--- src/rtl/core/ebsd_pkg.sv ---
// package for the epoch bucket stack distance block
// constants, cell control struct and a saturating add helper; no dependencies
package ebsd_pkg;

    localparam int NUM_BUCKETS = 64;
    localparam int IDX_W       = $clog2(NUM_BUCKETS);
    localparam int NB_LOG      = $clog2(NUM_BUCKETS + 1) - 1;
    localparam int EPOCH_W     = 31;
    localparam int COUNT_W     = 32;
    localparam int SUM_W       = COUNT_W + IDX_W + 1;

    localparam logic [EPOCH_W-1:0] EPOCH_MAX = '1;
    localparam logic [COUNT_W-1:0] COUNT_MAX = '1;
    localparam logic [COUNT_W:0]   INT_MAX   = 33'h0_7FFF_FFFF;

    localparam logic [1:0] MODE_INSERT = 2'd0;
    localparam logic [1:0] MODE_LOOKUP = 2'd1;
    localparam logic [1:0] MODE_DELETE = 2'd2;

    localparam logic CFG_LOG_CAPACITY   = 1'b0;
    localparam logic CFG_LOG_FILL_LIMIT = 1'b1;

    // per-cycle command broadcast to every cell
    typedef struct packed {
        logic               clear;     // reset all buckets
        logic               dec;       // decrement the selected bucket
        logic [IDX_W-1:0]   dec_idx;
        logic               merge;     // merge pair ending at merge_pos, shift below
        logic [IDX_W-1:0]   merge_pos;
        logic               inc0;      // count a key in bucket 0
    } t_cell_ctrl;

    function automatic logic [COUNT_W-1:0] sat_add(input logic [COUNT_W-1:0] a,
                                                   input logic [COUNT_W-1:0] b);
        logic [COUNT_W:0] s;
        s = {1'b0, a} + {1'b0, b};
        return s[COUNT_W] ? COUNT_MAX : s[COUNT_W-1:0];
    endfunction

endpackage

--- src/rtl/core/ebsd_cell.sv ---
// one bucket of the chain: epoch tag and key count
// uses ebsd_pkg; takes shift data from its newer neighbor
module ebsd_cell (
    input  logic                           i_clk,
    input  logic [ebsd_pkg::IDX_W-1:0]     i_pos,
    input  ebsd_pkg::t_cell_ctrl           i_ctrl,
    input  logic [ebsd_pkg::EPOCH_W-1:0]   i_prev_epoch,
    input  logic [ebsd_pkg::COUNT_W-1:0]   i_prev_count,
    output logic [ebsd_pkg::EPOCH_W-1:0]   o_epoch,
    output logic [ebsd_pkg::COUNT_W-1:0]   o_count
);
    import ebsd_pkg::*;

    logic [EPOCH_W-1:0] r_epoch, n_epoch;
    logic [COUNT_W-1:0] r_count, n_count;
    logic               is_first;

    assign is_first = (i_pos == '0);

    // next state from the broadcast command
    always_comb begin
        n_epoch = r_epoch;
        n_count = r_count;
        if (i_ctrl.clear) begin
            n_epoch = '0;
            n_count = '0;
        end else if (i_ctrl.dec) begin
            if (i_pos == i_ctrl.dec_idx && r_count != '0) n_count = r_count - 1'b1;
        end else if (i_ctrl.merge) begin
            if (is_first) begin
                n_count = '0;
                if (r_epoch != EPOCH_MAX) n_epoch = r_epoch + 1'b1;
            end else if (i_pos == i_ctrl.merge_pos) begin
                n_count = sat_add(i_prev_count, r_count);
            end else if (i_pos < i_ctrl.merge_pos) begin
                n_epoch = i_prev_epoch;
                n_count = i_prev_count;
            end
        end else if (i_ctrl.inc0 && is_first) begin
            if (r_count != COUNT_MAX) n_count = r_count + 1'b1;
        end
    end

    always_ff @(posedge i_clk) begin
        r_epoch <= n_epoch;
        r_count <= n_count;
    end

    assign o_epoch = r_epoch;
    assign o_count = r_count;

endmodule

--- config.mk ---
export PLATFORM = sky130hd
export DESIGN_NAME = ebsd_cell
export DESIGN_NICKNAME = d
export VERILOG_FILES = /design/src/rtl/core/ebsd_pkg.sv /design/src/rtl/core/ebsd_cell.sv
export SDC_FILE = /design/constraint.sdc
export NUM_CORES = 1
export LEC_CHECK = 0
export ABC_AREA = 1
export BUFFER_PORTS_ARGS = -buffer_cell sky130_fd_sc_hd__buf_2
export CORE_ASPECT_RATIO = 1.2
export CORE_UTILIZATION = 52
export CTS_CLUSTER_SIZE = 25
export DETAILED_ROUTE_END_ITERATION = 6
export PLACE_DENSITY = 0.78
export SLEW_MARGIN = 30
export SYNTH_ARGS = -nofsm -noshare
export SYNTH_HDL_FRONTEND = slang
export SYNTH_SLANG_ARGS = --single-unit
--- constraint.sdc ---
create_clock -name i_clk -period 2.62 [get_ports i_clk]
set_input_delay 0.524 -clock i_clk [delete_from_list [all_inputs] [get_ports i_clk]]
set_output_delay 0.524 -clock i_clk [all_outputs]
set_load 0.02 [all_outputs]
==> results.yml, run 1 <==
placed_design:
  dp.cells: 1816
  gp_congestion: 0.992
  hpwl_mm: 25.0
  preCtsSetupSlack_ps: -101
  portBuffers: 148
timing:
  grt_setup_unrepaired: "false"
  finalSetupViolations: 0
  hold-worst-slack_ps: 449
  fin_crit_sh: 0.942
  finalClockSkew_ps: 9.82
  timing.final.ws_setup_ps: 153
  timing.fmax_mhz: 405
  finalCriticalPeriod_ps: 2470
  maxSlewViolCount: 0
  hold_viol_final: 0
  relSlewSlack: 0.520
  tightestPinTransition_ps: 719
setup_path:
  crit_arrival_ps: 2750
  end_kind: "flip-flop"
  regToRegSetupSlack_ps: 150
  r2r_start: "o_count[1]"
  path_class: "flip-flop to flip-flop"
  critPathRequiredTime_ps: 2900
  worstSetupStartpointType: "flip-flop"
  r2r_end: "o_count[28]"
  reg2regPathDepth: 14
  startpoint: "o_count[1]"
  crit_path_max_fanout: 7
floorplanning:
  core_um2: 15000
  die-width_um: 115
  die_h_um: 137
  io_pins: 149
  start_util: 0.530
  die_area_um2: 15700
  std_cell_rows: 49
synthesis:
  syn_nets: 1541
  synth_area_leaders: "nand2_1, dfxtp_1, nor2_1, inv_1, a21oi_1"
  ys_types: 44
  yosys.area.top_type_share: 0.171
  async_flop_share: 0
  ys_top_cells_by_count: "nand2_1, nor2_1, inv_1"
  synth-seq-cells: 63
  syn_area_per_cell_um2: 5.61
  synth_top_area_cell: "nand2_1"
  synth_area_um2: 7920
  seq_area_frac_synth: 0.159
  synth_most_common_cell: "nand2_1"
  yosys_most_used_dff: "dfxtp_1"
  syn_inst: 1412
  synth_edf_count: 0
  synth-warning-count: 0
run:
  cap_violations: 0
global_routing:
  antenna_found_initial: 0
  grt_max_degree: 46
  grt_pass1_wl_mm: 47.9
  grt_pass1_vias: 9456
  track_usage: 0.394
  grt_overflow: 0
pwr:
  peakVddDrop_mv: 0.343
  power.leakage_nw: 4.93
  powerDensity_nw_per_um2: 421
route:
  antenna_left: 0
  dr.pass1.iters: 6
  drtIter0Drc: 858
  post_drt_wl_per_cell_um: 16.8
  via_per_inst: 5.65
  wirelength_mm: 30.9
  vias: 10300
  drc: 0
clocking:
  clock_sinks: 63
  cts_tree: "built"
  cts_setup_buffers: 0
  clk_pin_slew_ps: 60
  numCtsBuffers: 9
  insertion_delay_ps: 340
  clk_path_buf_depth: 2
  cts_hold_buf: 0
  cts_max_level: 3
  cts_root_buf: "clkbuf_16"
final_layout:
  final_nets: 1752
  diodes: 0
  fillers: 1538
  areaGrowthSynthToFinish_pct: 23.6
  stdcell_count: 1832
  drive_gt1_frac: 0.178
outcome:
  status: "completed"
hold_path:
  hp-class: "input pin to flip-flop"
  whs_path_depth: 3
  hold_start: "i_prev_epoch[27]"
  min_to: "o_epoch[27]"
==> layout by cell type (no fill, tap or decap), types with 3 or more instances in the layout <==
| cell | Yosys | layout |
|---|---|---|
| o21a_1 | 6 | 6 |
| nand3_1 | 94 | 94 |
| o21bai_1 | 6 | 6 |
| a211oi_1 | 3 | 3 |
| a21o_1 | 4 | 4 |
| nor2_1 | 201 | 201 |
| nand2_1 | 360 | 360 |
| a31oi_1 | 9 | 9 |
| nand4_1 | 33 | 33 |
| dfxtp_2 | 0 | 7 |
| dfxtp_1 | 63 | 56 |
| buf_2 | 15 | 148 |
| inv_1 | 156 | 156 |
| nor3b_1 | 3 | 3 |
| inv_2 | 3 | 3 |
| o21ai_1 | 6 | 8 |
| o211ai_1 | 12 | 12 |
| a311oi_1 | 10 | 10 |
| buf_12 | 0 | 3 |
| a21oi_1 | 111 | 111 |
| clkbuf_16 | 0 | 9 |
| buf_4 | 0 | 91 |
| xnor2_1 | 17 | 17 |
| nor4_1 | 7 | 7 |
| nor3_1 | 41 | 40 |
| clkinvlp_4 | 0 | 3 |
| xor2_1 | 46 | 46 |
| ha_1 | 42 | 42 |
| o21ai_0 | 100 | 98 |
| nor3_2 | 2 | 3 |
| or2_2 | 11 | 11 |
==> per-layer routing <==
metal,wire length (um),GRT usage,up-vias,part of all wire
li1,-,-,5099,-
met1,12300,0.462,4598,0.40
met2,14600,0.682,529,0.47
met3,2010,0.0480,119,0.065
met4,1990,0.247,0,0.064
met5,0,0,-,0
==> logic make-up (layout without fill, tap and decap cells) <==
logic type	count (synthesis)	in the layout	synth area share
adder cells (fa/ha/maj)	43	43	0.0688
multiplexers	2	2	0.00253
AND/OR/NAND/NOR	763	763	0.409
AO/OA/AOI/OAI	274	274	0.192
XOR/XNOR	63	63	0.0696
flip-flops	63	63	0.159
buffers and inverters	204	420	0.0990
==> sequential cells by signal, summed over array words and instances, names as in the netlist <==
| signal | count |
|---|---|
| o_epoch | 31 |
| o_count | 32 |
==> where the power goes <==
part / internal [W] / switching (W) / total [W]
combinational: 0.000678 / 0.00114 / 0.00181
sequential: 0.00104 / 0.000121 / 0.00116
clock: 0.000688 / 0.000456 / 0.00114
==> metrics by stage <==
stage | instance area, um^2 | total power (W) | setup TNS [ps] | utilization
global placement | 9490 | 0.00293 | -89.1 | 0.634
finish | 9790 | 0.00412 | 0 | 0.655
global route | 9790 | 0.00436 | 0 | 0.655
detailed placement | 9490 | 0.00293 | -494 | 0.634
CTS | 9780 | 0.00408 | 0 | 0.653
floorplan | 7920 | 0.00226 | 0 | -
==> timing repair <==
action | in CTS | in global routing
setup endpoints to repair | 0 | 13
gates resized for setup | 0 | 11
hold endpoints to repair | 0 | 0
==> worst max-delay path by stage <==
| stage | to | slack (ps) |
|---|---|---|
| 2_1_floorplan | o_count[15] | 110 |
| 3_3_place_gp | o_count[30] | -60 |
| 3_5_place_dp | o_count[15] | -100 |
| 4_1_cts | o_count[15] | 110 |
| 5_1_grt | o_count[16] | 0.5 |
| 6_report | o_count[28] | 150 |
==> final cells by class <==
cell class              count  area (um^2)  area share
flip-flops and latches     63         1270       0.130
clock inverters             5         32.5     0.00332
inverters                 161          604      0.0617
well taps                 204          255      0.0261
repair buffers            243         1500       0.153
clock buffers              11          253      0.0258
multi-input cells        1145         5880       0.601
==> worst max-delay path, stage by stage (launching register included) <==
cell,delay [ps]
dfxtp_1,500
ha_1,230
nand2_1,90
nor2_2,110
nand2_1,150
inv_1,130
nand2_1,100
nor2_1,190
nand3_1,140
nor2_1,190
nand3_1,120
o21ai_0,170
nand2_1,100
nand3_1,70
and2_1,110
Note: power is estimated with default switching activity, not from simulation.
==> run 2, diff against run 1 <==
--- a/config.mk
+++ b/config.mk
@@ -12,6 +12,7 @@
 export CTS_CLUSTER_SIZE = 25
 export DETAILED_ROUTE_END_ITERATION = 6
 export PLACE_DENSITY = 0.78
+export REMOVE_ABC_BUFFERS = 1
 export SLEW_MARGIN = 30
 export SYNTH_ARGS = -nofsm -noshare
 export SYNTH_HDL_FRONTEND = slang
==> results.yml, run 2 (synthesis gave the netlist of run 1 again) <==
floorplanning:
  io_pins: 149
  std_cell_rows: 49
  die_area_um2: 15700
  core_um2: 15000
  start_util: 0.530
  die_h_um: 137
  die-width_um: 115
timing:
  finalSetupViolations: 0
  fin_tns_setup_ps: 0
  finalCriticalPeriod_ps: 2430
  hold_viol_final: 0
  grt_setup_unrepaired: "false"
  maxSlewViolCount: 0
  timing.final.ws_setup_ps: 191
  tightestPinTransition_ps: 804
  timing.fmax_mhz: 412
  fin_crit_sh: 0.927
  finalClockSkew_ps: 6.72
  relSlewSlack: 0.463
clocking:
  cts_max_level: 3
  numCtsBuffers: 9
  insertion_delay_ps: 330
  cts_hold_buf: 0
  clk_pin_slew_ps: 50
  clock_sinks: 63
  clk_path_buf_depth: 2
  cts_tree: "built"
  cts_root_buf: "clkbuf_16"
global_routing:
  grt_use_met3: 0.0502
  met1_usage: 0.474
  use_met2: 0.660
  grt_pass1_vias: 9493
  grt_overflow: 0
  grt_max_degree: 46
  grt_pass1_wl_mm: 47.5
  track_usage: 0.393
  antenna_found_initial: 0
  busiest_layer: "met2"
setup_path:
  reg2regPathDepth: 16
  end_kind: "flip-flop"
  crit_arrival_ps: 2690
  regToRegSetupSlack_ps: 190
  worstSetupStartpointType: "flip-flop"
  startpoint: "o_count[12]"
  r2r_start: "o_count[12]"
  crit_path_max_fanout: 8
  critPathRequiredTime_ps: 2880
  r2r_end: "o_count[4]"
  path_class: "flip-flop to flip-flop"
  critPathCapture: "o_count[4]"
placed_design:
  portBuffers: 148
  gp_congestion: 1.04
  hpwl_mm: 24.9
  preCtsSetupSlack_ps: -155
final_layout:
  final_util: 0.659
  final_nets: 1762
  final_cell_mix: "nand2_1, nor2_1, inv_1"
  diodes: 0
  drive_gt1_frac: 0.181
  areaGrowthSynthToFinish_pct: 24.5
  largest_reg_flops: 32
  mostFrequentLayoutCell: "nand2_1"
pwr:
  peakVddDrop_mv: 0.298
  powerDensity_nw_per_um2: 410
  power.leakage_nw: 4.97
outcome:
  status: "completed"
hold_path:
  hp-class: "input pin to flip-flop"
route:
  drtIter0Drc: 1016
  post_drt_wl_per_cell_um: 16.8
  vias: 10400
  drc: 0
  wirelength_mm: 30.9
  dr.pass1.iters: 6
  antenna_left: 0
  via_per_inst: 5.65
run:
  cap_violations: 0
## run 2: how the worst min path moves through the flow
stage | endpoint | depth (start not counted) | from
after floorplan | o_epoch[30] | 2 | o_epoch[30]
after global placement | o_epoch[30] | 2 | o_epoch[30]
after detailed placement | o_epoch[30] | 2 | o_epoch[30]
after CTS | o_epoch[20] | 3 | i_prev_epoch[20]
after global routing | o_epoch[14] | 3 | i_prev_epoch[14]
final | o_epoch[20] | 3 | i_prev_epoch[20]
## run 2: metrics by stage
step           cells  cell area (um^2)  power [W]  hold WS (ps)
6_report        1840              9860    0.00405           452
5_1_grt         1840              9860    0.00427           469
4_1_cts         1840              9840    0.00400           452
3_5_place_dp    1826              9590    0.00296           479
3_3_place_gp    1826              9590    0.00294           474
2_1_floorplan   1369              7740    0.00223           551
## run 2: repair_timing
action                                  in CTS  in global routing
buffers inserted                             0                  0
resized for setup                            0                 13
endpoints found under the setup margin       0                 17
endpoints found under the hold margin        0                  0
## run 2: power by group
group	switching, W	internal [W]	total [W]
Combinational	0.00115	0.000699	0.00185
Clock	0.000415	0.000626	0.00104
Sequential	0.000114	0.00104	0.00115
## run 2: final cells by class
class                           count  area (um^2)
Clock buffer                       12          236
Tap cell                          204          255
Multi-Input combinational cell   1145         5900
Fill cell                        1566         5090
Timing Repair Buffer              253         1600
Sequential cell                    63         1270
Inverter                          161          604
Clock inverter                      2         10.0
## run 2: per-layer routing
metal / part of all wire / up-vias
met5: 0 / -
met4: 0.063 / 0
met3: 0.080 / 127
met2: 0.46 / 542
met1: 0.39 / 4599
li1: - / 5120
## run 2: critical path, stage by stage (launching register included)
cell,delay [ps]
dfxtp_1,390
ha_1,400
nand2_1,110
nor2_1,230
inv_1,60
nor2_1,90
nand2_1,60
nand2_1,80
nand2_1,70
nand2_1,60
nand2_1,100
inv_2,150
buf_4,140
nor2_1,40
o21ai_0,130
o21ai_0,100
a21oi_1,140
==> run 3, diff against run 2 <==
==> constraint.sdc (replaced) <==
create_clock -name i_clk -period 2.62 [get_ports i_clk]
set_input_delay 0.524 -clock i_clk [delete_from_list [all_inputs] [get_ports i_clk]]
set_output_delay 0.524 -clock i_clk [all_outputs]
set_load 0.1 [all_outputs]
==> results.yml, run 3 (synthesis gave the netlist of run 1 again) <==
final_layout:
  largest_reg_flops: 32
  final_cell_mix: "nand2_1, nor2_1, inv_1"
  mostFrequentLayoutCell: "nand2_1"
  design_area_um2: 9920
  areaGrowthSynthToFinish_pct: 25.1
  final_nets: 1764
  diodes: 0
  drive_gt1_frac: 0.184
route:
  drtIter0Drc: 954
  via_per_inst: 5.64
  antenna_left: 0
  drc: 2
  wirelength_mm: 30.9
  dr.pass1.iters: 7
  vias: 10400
  post_drt_wl_per_cell_um: 16.7
timing:
  finalSetupViolations: 0
  fin_crit_sh: 0.933
  hold_viol_final: 0
  maxSlewViolCount: 0
  finalClockSkew_ps: 10.1
  relSlewSlack: 0.459
  timing.fmax_mhz: 409
  timing.final.ws_setup_ps: 176
  tightestPinTransition_ps: 810
  finalCriticalPeriod_ps: 2440
outcome:
  violations: "DRC"
  status: "finished, violations left"
clocking:
  clock_sinks: 63
  numCtsBuffers: 9
  insertion_delay_ps: 330
  clk_pin_slew_ps: 60
  cts_hold_buf: 0
  cts_max_level: 3
  cts_root_buf: "clkbuf_16"
  cts_tree: "built"
  clk_path_buf_depth: 2
setup_path:
  cp_slowest_stage_delay_ps: 390
  crit_top_cell: "nand2_1"
  critPathRequiredTime_ps: 2880
  path_delay_family: "simple AND/OR/NAND/NOR gates"
  crit_path_max_fanout: 8
  cp.buffers_inverters: 3
  worstSetupStartpointType: "flip-flop"
  cp_cell_sequence: "ha_1 > nand2_1 > nor2_1 > inv_1 > nor2_1 > nand2_1 > nand2_1 > nand2_1 > nand2_1 > nand2_2 > inv_2 > buf_4 > nor2_1 > o21ai_0 > o21ai_0 > a21oi_1"
  cp_slowest_cell: "dfxtp_1"
  path_class: "flip-flop to flip-flop"
  end_kind: "flip-flop"
  crit_arrival_ps: 2700
global_routing:
  grt_max_degree: 46
  antenna_found_initial: 0
  track_usage: 0.397
  grt_pass1_vias: 9547
  grt_pass1_wl_mm: 47.9
  grt_overflow: 0
floorplanning:
  core_um2: 15000
  io_pins: 149
  start_util: 0.530
  die_area_um2: 15700
  die_h_um: 137
  std_cell_rows: 49
  die-width_um: 115
run:
  cap_violations: 0
pwr:
  powerDensity_nw_per_um2: 472
  power.leakage_nw: 5.01
  peakVddDrop_mv: 0.309
placed_design:
  portBuffers: 148
  preCtsSetupSlack_ps: -146
  place_area_um2: 9590
  hpwl_mm: 24.7
  gp_congestion: 1.05
hold_path:
  hp-class: "input pin to flip-flop"
[run 3: worst paths after layout]
path | from | to | slack, ps | cells past startpoint
setup reg to reg | o_count[12] | o_count[4] | 180 | 16
hold reg to reg | o_epoch[30] | o_epoch[30] | 490 | 2
setup / recovery | o_count[12] | o_count[4] | 180 | 16
hold / removal | i_prev_epoch[27] | o_epoch[27] | 460 | 3
[run 3: worst reg2reg max path, cell delays in order (launching register included)]
cell and delay [ps]:
dfxtp_1 390, ha_1 390, nand2_1 110, nor2_1 220
inv_1 70, nor2_1 110, nand2_1 60, nand2_1 90
nand2_1 70, nand2_1 70, nand2_2 110, inv_2 170
buf_4 150, nor2_1 40, o21ai_0 130, o21ai_0 100
a21oi_1 120
[run 3: what timing repair did]
item / CTS / global route
hold endpoints to repair: 0 / 0
gates resized for setup: 0 / 13
buffers inserted: 0 / 1
setup endpoints to repair: 0 / 17
[run 3: final cells by class]
| cell class | instances | area [um^2] |
|---|---|---|
| multi-input combinational | 1145 | 5890 |
| timing repair buffer | 255 | 1610 |
| inverter | 161 | 604 |
| tap | 204 | 255 |
| sequential | 63 | 1270 |
| fill | 1555 | 5040 |
| clock buffer | 12 | 246 |
| clock inverter | 4 | 45.0 |
[run 3: report_power, final]
group	leakage (nW)	total (W)	internal (W)	switching (W)
clock	0.146	0.00121	0.000758	0.000451
sequential	0.520	0.00115	0.00104	0.000113
combinational	4.34	0.00232	0.000700	0.00162
[run 3: per-layer routing]
| layer | wire length, um | vias to the layer above | GRT usage |
|---|---|---|---|
| met5 | 0 | - | 0 |
| met4 | 1820 | 0 | 0.240 |
| met3 | 2320 | 115 | 0.0502 |
| met2 | 14300 | 530 | 0.672 |
| met1 | 12400 | 4613 | 0.480 |
| li1 | - | 5135 | - |
[run 3: metrics by stage]
| stage | std cells | setup TNS, ps | util | power, W | hold WS, ps |
|---|---|---|---|---|---|
| after CTS | 1842 | 0 | 0.661 | 0.00462 | 455 |
| final | 1844 | 0 | 0.663 | 0.00468 | 459 |
| after floorplan | 1369 | -34220 | - | 0.00269 | 593 |
| after detailed placement | 1826 | -1430 | 0.641 | 0.00342 | 478 |
| after global placement | 1826 | -165 | 0.641 | 0.00341 | 474 |
| after global routing | 1844 | -5.72 | 0.663 | 0.00491 | 464 |
